==> src/gtti_pkg.sv <==
// Shared types and constants for the gyro rate to turn integrator.
package gtti_pkg;

	// Field and state widths
	localparam int TIME_W     = 64;
	localparam int RATE_W     = 32;
	localparam int REM_W      = 40;
	localparam int OUT_W      = 24;
	localparam int SENS_W     = 8;
	localparam int ALPHA_W    = 17;
	localparam int MAXI_W     = 20;
	localparam int CFG_IDX_W  = 2;
	localparam int CFG_DATA_W = 20;

	// Shared multiplier: signed operands, full-width product
	localparam int MUL_W  = 34;
	localparam int PROD_W = 2 * MUL_W;

	// 10430.378 * 1.5 / 50 / 1e6 in units of 2^-32
	localparam int COEF_W = 21;
	localparam logic [COEF_W-1:0] TURN_COEF = 21'd1343944;

	// Saturation limits
	localparam logic signed [RATE_W-1:0] RATE_MAX = {1'b0, {(RATE_W-1){1'b1}}};
	localparam logic signed [RATE_W-1:0] RATE_MIN = {1'b1, {(RATE_W-1){1'b0}}};
	localparam logic signed [REM_W-1:0]  REM_MAX  = {1'b0, {(REM_W-1){1'b1}}};
	localparam logic signed [REM_W-1:0]  REM_MIN  = {1'b1, {(REM_W-1){1'b0}}};
	localparam logic signed [OUT_W-1:0]  OUT_MAX  = {1'b0, {(OUT_W-1){1'b1}}};
	localparam logic signed [OUT_W-1:0]  OUT_MIN  = {1'b1, {(OUT_W-1){1'b0}}};

	// Integer-part magnitude is compared at this width
	localparam int IPX_W = 33;
	localparam logic [IPX_W-1:0] POS_LIM = IPX_W'((64'd1 << (OUT_W-1)) - 64'd1);
	localparam logic [IPX_W-1:0] NEG_LIM = IPX_W'(64'd1 << (OUT_W-1));

	// Register reset values
	localparam logic [SENS_W-1:0]  SENS_RST  = 8'd50;
	localparam logic [ALPHA_W-1:0] ALPHA_RST = 17'd22938;
	localparam logic [MAXI_W-1:0]  MAXI_RST  = 20'd100000;

	typedef enum logic [CFG_IDX_W-1:0] {
		CFG_SENS  = 2'd0,
		CFG_ALPHA = 2'd1,
		CFG_MAXI  = 2'd2
	} cfg_idx_t;

	typedef struct packed {
		logic [SENS_W-1:0]  sens;
		logic [ALPHA_W-1:0] alpha;
		logic [MAXI_W-1:0]  max_interval;
	} cfg_t;

endpackage

==> src/gtti_cfg.sv <==
// Configuration register file: sensitivity, filter coefficient and gap limit.
module gtti_cfg import gtti_pkg::*; (
	input  logic                  clk,
	input  logic                  arst_n,
	input  logic                  cfg_valid,
	output logic                  cfg_ready,
	input  logic [CFG_IDX_W-1:0]  cfg_index,
	input  logic [CFG_DATA_W-1:0] cfg_data,
	output cfg_t                  cfg
);

	cfg_t cfg_q;

	// Always able to take a write transfer
	assign cfg_ready = 1'b1;
	assign cfg       = cfg_q;

	// Register writes; unknown indexes are dropped
	always_ff @(posedge clk or negedge arst_n) begin
		if (!arst_n) begin
			cfg_q.sens         <= SENS_RST;
			cfg_q.alpha        <= ALPHA_RST;
			cfg_q.max_interval <= MAXI_RST;
		end else if (cfg_valid) begin
			case (cfg_index)
				CFG_SENS:  cfg_q.sens         <= cfg_data[SENS_W-1:0];
				CFG_ALPHA: cfg_q.alpha        <= cfg_data[ALPHA_W-1:0];
				CFG_MAXI:  cfg_q.max_interval <= cfg_data[MAXI_W-1:0];
				default: ;
			endcase
		end
	end

endmodule

==> src/gtti_mul.sv <==
// Shared signed multiplier with registered product.
module gtti_mul import gtti_pkg::*; (
	input  logic                     clk,
	input  logic                     en,
	input  logic signed [MUL_W-1:0]  a,
	input  logic signed [MUL_W-1:0]  b,
	output logic signed [PROD_W-1:0] prod_q
);

	// One product per cycle, held until the next enabled cycle
	always_ff @(posedge clk) begin
		if (en) begin
			prod_q <= a * b;
		end
	end

endmodule

==> src/gyro_rate_to_turn_integrator_core.sv <==
// Top level: sequencer and datapath of the gyro rate to turn integrator.
//
//  channel | handshake             | payload
//  --------+-----------------------+---------------------------------------------------
//  in      | in_valid / in_ready   | active, sample_ok, host_time_us, device_time_us,
//          |                       | yaw_rate
//  out     | out_valid / out_ready | turn_amount
//  cfg     | cfg_valid / cfg_ready | cfg_index, cfg_data
//
// Integrated samples pass check, EMA, filter, abs, magnitude, low, high, accumulate,
// integer part and emit before in_ready returns; five passes through the single
// shared multiplier set the length. A sample dropped by the flag or time checks
// ends after check. Emit waits on an untaken output turn unless the new turn is zero.
// arst_n clears filter state and the output, and restores register defaults.
// cfg_ready is always high.
module gyro_rate_to_turn_integrator_core import gtti_pkg::*; #(
	parameter int FRAC_BITS = 16
) (
	input  logic                     clk,
	input  logic                     arst_n,
	input  logic                     in_valid,
	output logic                     in_ready,
	input  logic                     active,
	input  logic                     sample_ok,
	input  logic [TIME_W-1:0]        host_time_us,
	input  logic [TIME_W-1:0]        device_time_us,
	input  logic signed [RATE_W-1:0] yaw_rate,
	output logic                     out_valid,
	input  logic                     out_ready,
	output logic signed [OUT_W-1:0]  turn_amount,
	input  logic                     cfg_valid,
	output logic                     cfg_ready,
	input  logic [CFG_IDX_W-1:0]     cfg_index,
	input  logic [CFG_DATA_W-1:0]    cfg_data
);

	localparam int SHIFT = 48 - FRAC_BITS;
	localparam int LO_W  = 32;
	localparam int LOP_W = LO_W + COEF_W;
	localparam int HIP_W = 28 + COEF_W;
	localparam int TOT_W = LO_W + HIP_W;
	localparam int INC_W = TOT_W - SHIFT;
	localparam int SUM_W = INC_W + 2;
	localparam int DIFF_W = RATE_W + 1;
	localparam int RSUM_W = RATE_W + 3;

	typedef enum logic [10:0] {
		S_IDLE  = 11'b000_0000_0001,
		S_CHECK = 11'b000_0000_0010,
		S_EMA   = 11'b000_0000_0100,
		S_FILT  = 11'b000_0000_1000,
		S_ABS   = 11'b000_0001_0000,
		S_MAG   = 11'b000_0010_0000,
		S_LO    = 11'b000_0100_0000,
		S_HI    = 11'b000_1000_0000,
		S_ACC   = 11'b001_0000_0000,
		S_IPART = 11'b010_0000_0000,
		S_EMIT  = 11'b100_0000_0000
	} state_t;

	state_t state_q, state_d;
	cfg_t   cfg;

	// Architectural state
	logic [TIME_W-1:0]        last_q;
	logic signed [RATE_W-1:0] f_q;
	logic signed [REM_W-1:0]  rem_q;

	// Per-sample working registers
	logic [TIME_W-1:0]        t_q;
	logic                     ok_q;
	logic signed [RATE_W-1:0] y_q;
	logic [MAXI_W-1:0]        dt_q;
	logic signed [DIFF_W-1:0] diff_q;
	logic [RATE_W-1:0]        f_abs_q;
	logic                     neg_q;
	logic [27:0]              mag_hi_q;
	logic [LOP_W-1:0]         lo_q;
	logic signed [OUT_W-1:0]  ip_q;
	logic                     out_valid_q;
	logic signed [OUT_W-1:0]  turn_q;

	// Multiplier interface
	logic                     mul_en;
	logic signed [MUL_W-1:0]  mul_a, mul_b;
	logic signed [PROD_W-1:0] prod_q;

	// Combinational results
	logic [TIME_W:0]          sub;
	logic                     not_adv, too_long;
	logic signed [DIFF_W-1:0] diff_d;
	logic signed [RSUM_W-1:0] rate_sum;
	logic signed [RATE_W-1:0] rate_sat;
	logic [TOT_W-1:0]         total;
	logic [INC_W-1:0]         inc;
	logic signed [SUM_W-1:0]  sum;
	logic signed [REM_W-1:0]  rem_sat;
	logic [REM_W-1:0]         rem_mag;
	logic [IPX_W-1:0]         ip_ext;
	logic signed [OUT_W-1:0]  ip_d;
	logic                     out_free, emit_done, accept;

	gtti_cfg u_cfg (
		.clk       (clk),
		.arst_n    (arst_n),
		.cfg_valid (cfg_valid),
		.cfg_ready (cfg_ready),
		.cfg_index (cfg_index),
		.cfg_data  (cfg_data),
		.cfg       (cfg)
	);

	gtti_mul u_mul (
		.clk    (clk),
		.en     (mul_en),
		.a      (mul_a),
		.b      (mul_b),
		.prod_q (prod_q)
	);

	assign in_ready    = (state_q == S_IDLE);
	assign accept      = in_valid && in_ready;
	assign out_valid   = out_valid_q;
	assign turn_amount = turn_q;
	assign out_free    = !out_valid_q || out_ready;
	assign emit_done   = (state_q == S_EMIT) && ((ip_q == '0) || out_free);

	// Time checks and filter difference
	always_comb begin
		sub      = {1'b0, t_q} - {1'b0, last_q};
		not_adv  = sub[TIME_W] || (sub[TIME_W-1:0] == '0);
		too_long = (sub[TIME_W-1:MAXI_W] != '0) || (sub[MAXI_W-1:0] > cfg.max_interval);
		diff_d   = DIFF_W'(y_q) - DIFF_W'(f_q);
	end

	// Operand select for the shared multiplier
	always_comb begin
		mul_en = 1'b1;
		mul_a  = '0;
		mul_b  = '0;
		case (state_q)
			S_EMA: begin
				mul_a = MUL_W'(diff_q);
				mul_b = MUL_W'(cfg.alpha);
			end
			S_FILT: begin
				mul_a = MUL_W'(dt_q);
				mul_b = MUL_W'(cfg.sens);
			end
			S_MAG: begin
				mul_a = MUL_W'(f_abs_q);
				mul_b = MUL_W'(prod_q[27:0]);
			end
			S_LO: begin
				mul_a = MUL_W'(prod_q[LO_W-1:0]);
				mul_b = MUL_W'(TURN_COEF);
			end
			S_HI: begin
				mul_a = MUL_W'(mag_hi_q);
				mul_b = MUL_W'(TURN_COEF);
			end
			default: mul_en = 1'b0;
		endcase
	end

	// EMA update: floor shift of the product, then saturate
	always_comb begin
		rate_sum = RSUM_W'(f_q) + RSUM_W'($signed(prod_q[49:16]));
		if (rate_sum > RSUM_W'(RATE_MAX)) begin
			rate_sat = RATE_MAX;
		end else if (rate_sum < RSUM_W'(RATE_MIN)) begin
			rate_sat = RATE_MIN;
		end else begin
			rate_sat = rate_sum[RATE_W-1:0];
		end
	end

	// Scaled increment into the remainder, turn opposite to the rate
	always_comb begin
		total = {prod_q[HIP_W-1:0], {LO_W{1'b0}}} + TOT_W'(lo_q);
		inc   = total[TOT_W-1:SHIFT];
		if (neg_q) begin
			sum = SUM_W'(rem_q) + $signed({2'b00, inc});
		end else begin
			sum = SUM_W'(rem_q) - $signed({2'b00, inc});
		end
		if (sum > SUM_W'(REM_MAX)) begin
			rem_sat = REM_MAX;
		end else if (sum < SUM_W'(REM_MIN)) begin
			rem_sat = REM_MIN;
		end else begin
			rem_sat = sum[REM_W-1:0];
		end
	end

	// Integer part, truncated toward zero and saturated
	always_comb begin
		rem_mag = rem_q[REM_W-1] ? REM_W'(-rem_q) : REM_W'(rem_q);
		ip_ext  = IPX_W'(rem_mag[REM_W-1:FRAC_BITS]);
		if (rem_q[REM_W-1]) begin
			ip_d = (ip_ext > NEG_LIM) ? OUT_MIN : -$signed(ip_ext[OUT_W-1:0]);
		end else begin
			ip_d = (ip_ext > POS_LIM) ? OUT_MAX : $signed(ip_ext[OUT_W-1:0]);
		end
	end

	// Sequencer
	always_comb begin
		state_d = state_q;
		case (state_q)
			S_IDLE:  if (in_valid) state_d = S_CHECK;
			S_CHECK: begin
				if (ok_q && (last_q != '0) && !not_adv && !too_long) begin
					state_d = S_EMA;
				end else begin
					state_d = S_IDLE;
				end
			end
			S_EMA:   state_d = S_FILT;
			S_FILT:  state_d = S_ABS;
			S_ABS:   state_d = S_MAG;
			S_MAG:   state_d = S_LO;
			S_LO:    state_d = S_HI;
			S_HI:    state_d = S_ACC;
			S_ACC:   state_d = S_IPART;
			S_IPART: state_d = S_EMIT;
			S_EMIT:  if (emit_done) state_d = S_IDLE;
			default: state_d = S_IDLE;
		endcase
	end

	// Control and filter state
	always_ff @(posedge clk or negedge arst_n) begin
		if (!arst_n) begin
			state_q     <= S_IDLE;
			last_q      <= '0;
			f_q         <= '0;
			rem_q       <= '0;
			out_valid_q <= 1'b0;
		end else begin
			state_q <= state_d;
			case (state_q)
				S_CHECK: begin
					if (!ok_q || ((last_q != '0) && not_adv)) begin
						last_q <= '0;
						f_q    <= '0;
						rem_q  <= '0;
					end else begin
						last_q <= t_q;
						if ((last_q != '0) && too_long) begin
							f_q   <= '0;
							rem_q <= '0;
						end
					end
				end
				S_FILT: f_q <= rate_sat;
				S_ACC:  rem_q <= rem_sat;
				S_EMIT: begin
					if (emit_done) begin
						rem_q <= rem_q - (REM_W'(ip_q) <<< FRAC_BITS);
					end
				end
				default: ;
			endcase
			// Output register: load on emit, drop on transfer
			if (emit_done && (ip_q != '0)) begin
				out_valid_q <= 1'b1;
			end else if (out_ready) begin
				out_valid_q <= 1'b0;
			end
		end
	end

	// Working registers
	always_ff @(posedge clk) begin
		if (accept) begin
			t_q  <= (host_time_us != '0) ? host_time_us : device_time_us;
			ok_q <= active && sample_ok;
			y_q  <= yaw_rate;
		end
		case (state_q)
			S_CHECK: begin
				dt_q   <= sub[MAXI_W-1:0];
				diff_q <= diff_d;
			end
			S_ABS: begin
				f_abs_q <= f_q[RATE_W-1] ? RATE_W'(-f_q) : RATE_W'(f_q);
				neg_q   <= f_q[RATE_W-1];
			end
			S_LO:    mag_hi_q <= prod_q[59:32];
			S_HI:    lo_q <= prod_q[LOP_W-1:0];
			S_IPART: ip_q <= ip_d;
			default: ;
		endcase
		if (emit_done && (ip_q != '0)) begin
			turn_q <= ip_q;
		end
	end

	// Assertions
	a_accept_to_check: assert property (@(posedge clk) disable iff (!arst_n)
		accept |=> (state_q == S_CHECK))
		else $error("transfer not followed by time check");

	a_out_nonzero: assert property (@(posedge clk) disable iff (!arst_n)
		out_valid |-> (turn_amount != '0))
		else $error("zero turn presented");

	a_no_time_clear: assert property (@(posedge clk) disable iff (!arst_n)
		(last_q == '0) |-> ((f_q == '0) && (rem_q == '0)))
		else $error("filter state left without a recorded time");

	a_out_from_emit: assert property (@(posedge clk) disable iff (!arst_n)
		$rose(out_valid_q) |-> $past(state_q == S_EMIT))
		else $error("output loaded outside the emit step");

endmodule
==> config.mk <==
export PLATFORM = sky130hd
export DESIGN_NAME = gyro_rate_to_turn_integrator_core
export DESIGN_NICKNAME = d
export VERILOG_FILES = /design/src/gtti_pkg.sv /design/src/gtti_cfg.sv /design/src/gtti_mul.sv /design/src/gyro_rate_to_turn_integrator_core.sv
export SDC_FILE = /design/constraint.sdc
export NUM_CORES = 2
export LEC_CHECK = 0
export ABC_CLOCK_PERIOD_IN_PS = 11500
export CAP_MARGIN = 20
export CORE_UTILIZATION = 45
export CTS_CLUSTER_DIAMETER = 40
export DETAILED_ROUTE_END_ITERATION = 6
export DONT_BUFFER_PORTS = 1
export SYNTH_ARGS = -nofsm -noshare
export SYNTH_HDL_FRONTEND = slang
export SYNTH_SLANG_ARGS = --single-unit
==> constraint.sdc <==
create_clock -name clk -period 11.5 [get_ports clk]
set_input_delay 0.575 -clock clk [delete_from_list [all_inputs] [get_ports clk]]
set_output_delay 0.575 -clock clk [all_outputs]
set_load 0.1 [all_outputs]
==> flow_metrics.env <==
export IMPL_startpoint_type="flip-flop"
export IMPL_clock_sinks=533
export IMPL_syn_cell_area_um2=68100
export IMPL_ff_latch_area_um2=15100
export IMPL_power_leakage_nw=34.2
export IMPL_cp_top_family="adder cells"
export IMPL_worst_path_buf_inv=8
export IMPL_finalWorstSetupSlack_ns=0.313
export IMPL_drt_iter0_markers=5494
export IMPL_tightestPinTransition_ns=1.24
export IMPL_met2_usage=0.468
export IMPL_finalWirelength_um=232000
export IMPL_hold_path_class="input port to asynchronous set/reset pin"
export IMPL_synth_seq_cells=533
export IMPL_grt_pass1_wl_um=345000
export IMPL_clk_pin_slew_worst_paths_ns=0.06
export IMPL_placer_congestion_estimate=1.02
export IMPL_fraction_of_layout_cells_with_a_size_suffix_above_1=0.0709
export IMPL_crit_arrival_ns=11.59
export IMPL_timing_hold_violations_final=13
export IMPL_initial_utilization=0.454
export IMPL_post_place_ws_ns=-0.0311
export IMPL_wl_per_cell_um=24.7
export IMPL_synth_avg_cell_area_um2=9.32
export IMPL_cts_max_level=3
export IMPL_sort_of_element_at_the_end_of_the_critical_path="flip-flop"
export IMPL_core_um2=150000
export IMPL_rows=142
export IMPL_total_clock_buffers_created_by_cts=74
export IMPL_clock_tree_from_tritoncts="done"
export IMPL_globalRouteMet3Util=0.0689
export IMPL_slew_viol_final=0
export IMPL_synthFlopType="sky130_fd_sc_hd__edfxtp_1"
export IMPL_synth_enable_flop_cells=340
export IMPL_initial_antenna_violation_count=18
export IMPL_syn2layout_area_growth_pct=9.01
export IMPL_timing_worst_setup_path_type="flip-flop to flip-flop"
export IMPL_grt_pass1_vias=54366
export IMPL_route_vias_total=54504
export IMPL_ys_types=102
export IMPL_grt_met1_usage=0.417
export IMPL_place_detailed_hpwl_um=188000
export IMPL_placed_area_um2=71100
export IMPL_die_h_um=391
export IMPL_critPathMaxStageDelay_ns=0.58
export IMPL_filler_cell_count=14043
export IMPL_max_cap_violations=0
export IMPL_timing_final_setup_violations=0
export IMPL_final_net_count=8908
export IMPL_timing_max_slew_rel_slack=0.175
export IMPL_dieWidth_um=391
export IMPL_antenna_violating_nets_post_route=0
export IMPL_synthCells=7316
export IMPL_yosysWarningCount=0
export IMPL_drcViolationCount=2
export IMPL_timing_final_crit_period_ns=11.19
export IMPL_max_freq_ghz=0.0894
export IMPL_power_density_nw_per_um2=121
export IMPL_fraction_of_registers_with_async_set_reset=0.362
export IMPL_crit_path_frequent_cell="sky130_fd_sc_hd__fa_1"
export IMPL_cts_root_buffer_cell="sky130_fd_sc_hd__clkbuf_16"
export IMPL_clk_path_buf_depth=3
export IMPL_drt_first_pass_iters=7
export IMPL_slowest_stage="sky130_fd_sc_hd__a311oi_1"
export IMPL_synth_sequential_area_ratio=0.221
export IMPL_place_port_buffers=0
export IMPL_grt_start_max_net_pins=194
export IMPL_area_used_by_multi_input_combinational_logic_um2=47700
export IMPL_die_area_um2=153000
export IMPL_outcome="complete, but fails checks"
export IMPL_final_hold_slack_ns=-0.0401
export IMPL_gr_total_overflow=0
export IMPL_period_share=0.973
export IMPL_gr_usage_all_layers=0.305
export IMPL_stdcell_area_um2=74300
export IMPL_synth_top_cell_area_share=0.283
export IMPL_worst_skew_pair_late_latency_ns=0.66
export IMPL_skew_ns=0.0237
export IMPL_io_pins=216
export IMPL_netlist_top_cells_area="sky130_fd_sc_hd__fa_1, sky130_fd_sc_hd__edfxtp_1, sky130_fd_sc_hd__ha_1"
export IMPL_grt_busiest_layer="met2"
export IMPL_vdd_drop_max_mv=0.125
export IMPL_violations="design-rule violations, negative hold slack"
export IMPL_yosys_area_top_type="sky130_fd_sc_hd__fa_1"
export IMPL_worst_path_max_fanout=25
export IMPL_cp_data_required_time_ns=11.90
export IMPL_route_detailed_vias_per_inst=5.79
-- report_power, final --
group	switching [W]	total, W	internal (W)
clock network	0.000983	0.00236	0.00137
logic	0.00232	0.00392	0.00160
registers	0.000360	0.00273	0.00237
-- metal layers --
metal | vias up | share of wire
met5 | - | 0.00038
met4 | 14 | 0.046
met3 | 493 | 0.096
met2 | 2371 | 0.44
met1 | 27394 | 0.42
li1 | 24232 | -
-- cells by family after synthesis --
family	count (synthesis)	synth area share
flops	533	0.221
compound gates	1323	0.136
buf+inv	1519	0.0842
other cells	2	0.000110
mux	64	0.0103
simple gates	2121	0.140
fa+ha+maj	1388	0.361
xor+xnor	366	0.0470
-- state kept, by name, indices dropped and copies added (netlist names), 28 cells and up --
signal	cells
diff_q	33
y_q	32
last_q	64
u_cfg.cfg	45
u_mul.prod_q	60
rem_q	40
f_abs_q	32
mag_hi_q	28
f_q	32
t_q	64
-- worst paths after layout --
path | slack, ns | cells after the start | start | to
worst max register to register | 0.31 | 38 | state_q[6] | u_mul.prod_q[54]
worst min-delay path | -0.04 | 1 | arst_n | last_q[41]
max in group asynchronous | 10.62 | 1 | arst_n | rem_q[1]
worst max-delay path | 0.31 | 38 | state_q[6] | u_mul.prod_q[54]
min in group clk | 0.06 | 1 | cfg_data[3] | u_cfg.cfg[40]
worst min register to register | 0.44 | 0 | u_mul.prod_q[55] | mag_hi_q[23]
-- worst register-to-register path: cells and delay by family, from the launching register on --
family                     cells  cell delay, ns
AOI/OAI and AO/OA             12            3.04
DFF                            1            0.44
adders and majority gates      9            4.44
and+or+nand+nor                9            2.27
buffers and inverters          8            0.74
-- metrics by stage --
stage / utilization / power, W / hold slack, ns / TNS [ns] / cells
6_report: 0.495 / 0.00901 / -0.0401 / 0 / 9409
5_1_grt: 0.495 / 0.00956 / 0.0283 / -0.00108 / 9406
4_1_cts: 0.493 / 0.00900 / 0.0208 / 0 / 9395
3_5_place_dp: 0.474 / 0.00659 / 0.287 / -0.0311 / 9227
3_3_place_gp: 0.474 / 0.00657 / 0.287 / 0 / 9227
2_1_floorplan: - / 0.00549 / 0.279 / 0 / 7334
-- layout by cell type (no fill, tap or decap), types with 56 or more instances in the layout --
master and n:
sky130_fd_sc_hd__a21o_1 214, sky130_fd_sc_hd__a21oi_1 328, sky130_fd_sc_hd__a22o_1 77, sky130_fd_sc_hd__and2_1 56, sky130_fd_sc_hd__buf_4 191, sky130_fd_sc_hd__clkbuf_16 76, sky130_fd_sc_hd__dfrtp_1 175, sky130_fd_sc_hd__edfxtp_1 340
sky130_fd_sc_hd__fa_1 963, sky130_fd_sc_hd__ha_1 425, sky130_fd_sc_hd__inv_1 1202, sky130_fd_sc_hd__nand2_1 729, sky130_fd_sc_hd__nand3_1 94, sky130_fd_sc_hd__nand4_1 68, sky130_fd_sc_hd__nor2_1 720, sky130_fd_sc_hd__nor3_1 85
sky130_fd_sc_hd__nor4_1 64, sky130_fd_sc_hd__o21ai_0 157, sky130_fd_sc_hd__xnor2_1 262, sky130_fd_sc_hd__xor2_1 104
-- cell type report --
| type | count | area share |
|---|---|---|
| tap | 2016 | 0.0340 |
| inverter | 1204 | 0.0609 |
| sequential | 533 | 0.203 |
| timing repair buffer | 234 | 0.0266 |
| multi-input combinational | 5283 | 0.642 |
| antenna | 4 | 0.000135 |
| clock inverter | 48 | 0.00768 |
| clock buffer | 86 | 0.0262 |
| timing repair inverter | 1 | 0.000101 |
-- synth_stat cells, drive strengths merged (40+ instances only) --
cell type  instances
nand3             98
xor2             104
a21o             214
fa               963
o21ai            163
a221o             52
nand2            742
inv             1204
xnor2            262
nor2b             41
and2              78
mux2              50
clkbuf           287
a22oi             58
nand2b            41
and3              41
a211oi            40
ha               425
nor2             726
o21a              53
edfxtp           340
nor4              67
nor3              87
a21oi            331
a22o              77
nand4             68
dfrtp            175
-- timing repair --
| action | 4_1_cts | 5_1_grt |
|---|---|---|
| endpoints found under the hold margin | 226 | 0 |
| gates resized for setup | 2 | 61 |
| pin swaps | 0 | 3 |
| hold buffers | 34 | 0 |
| cloned | 0 | 3 |
| setup buffers | 0 | 7 |
| endpoints found under the setup margin | 1 | 15 |
Note: power is estimated with default switching activity, not from simulation.
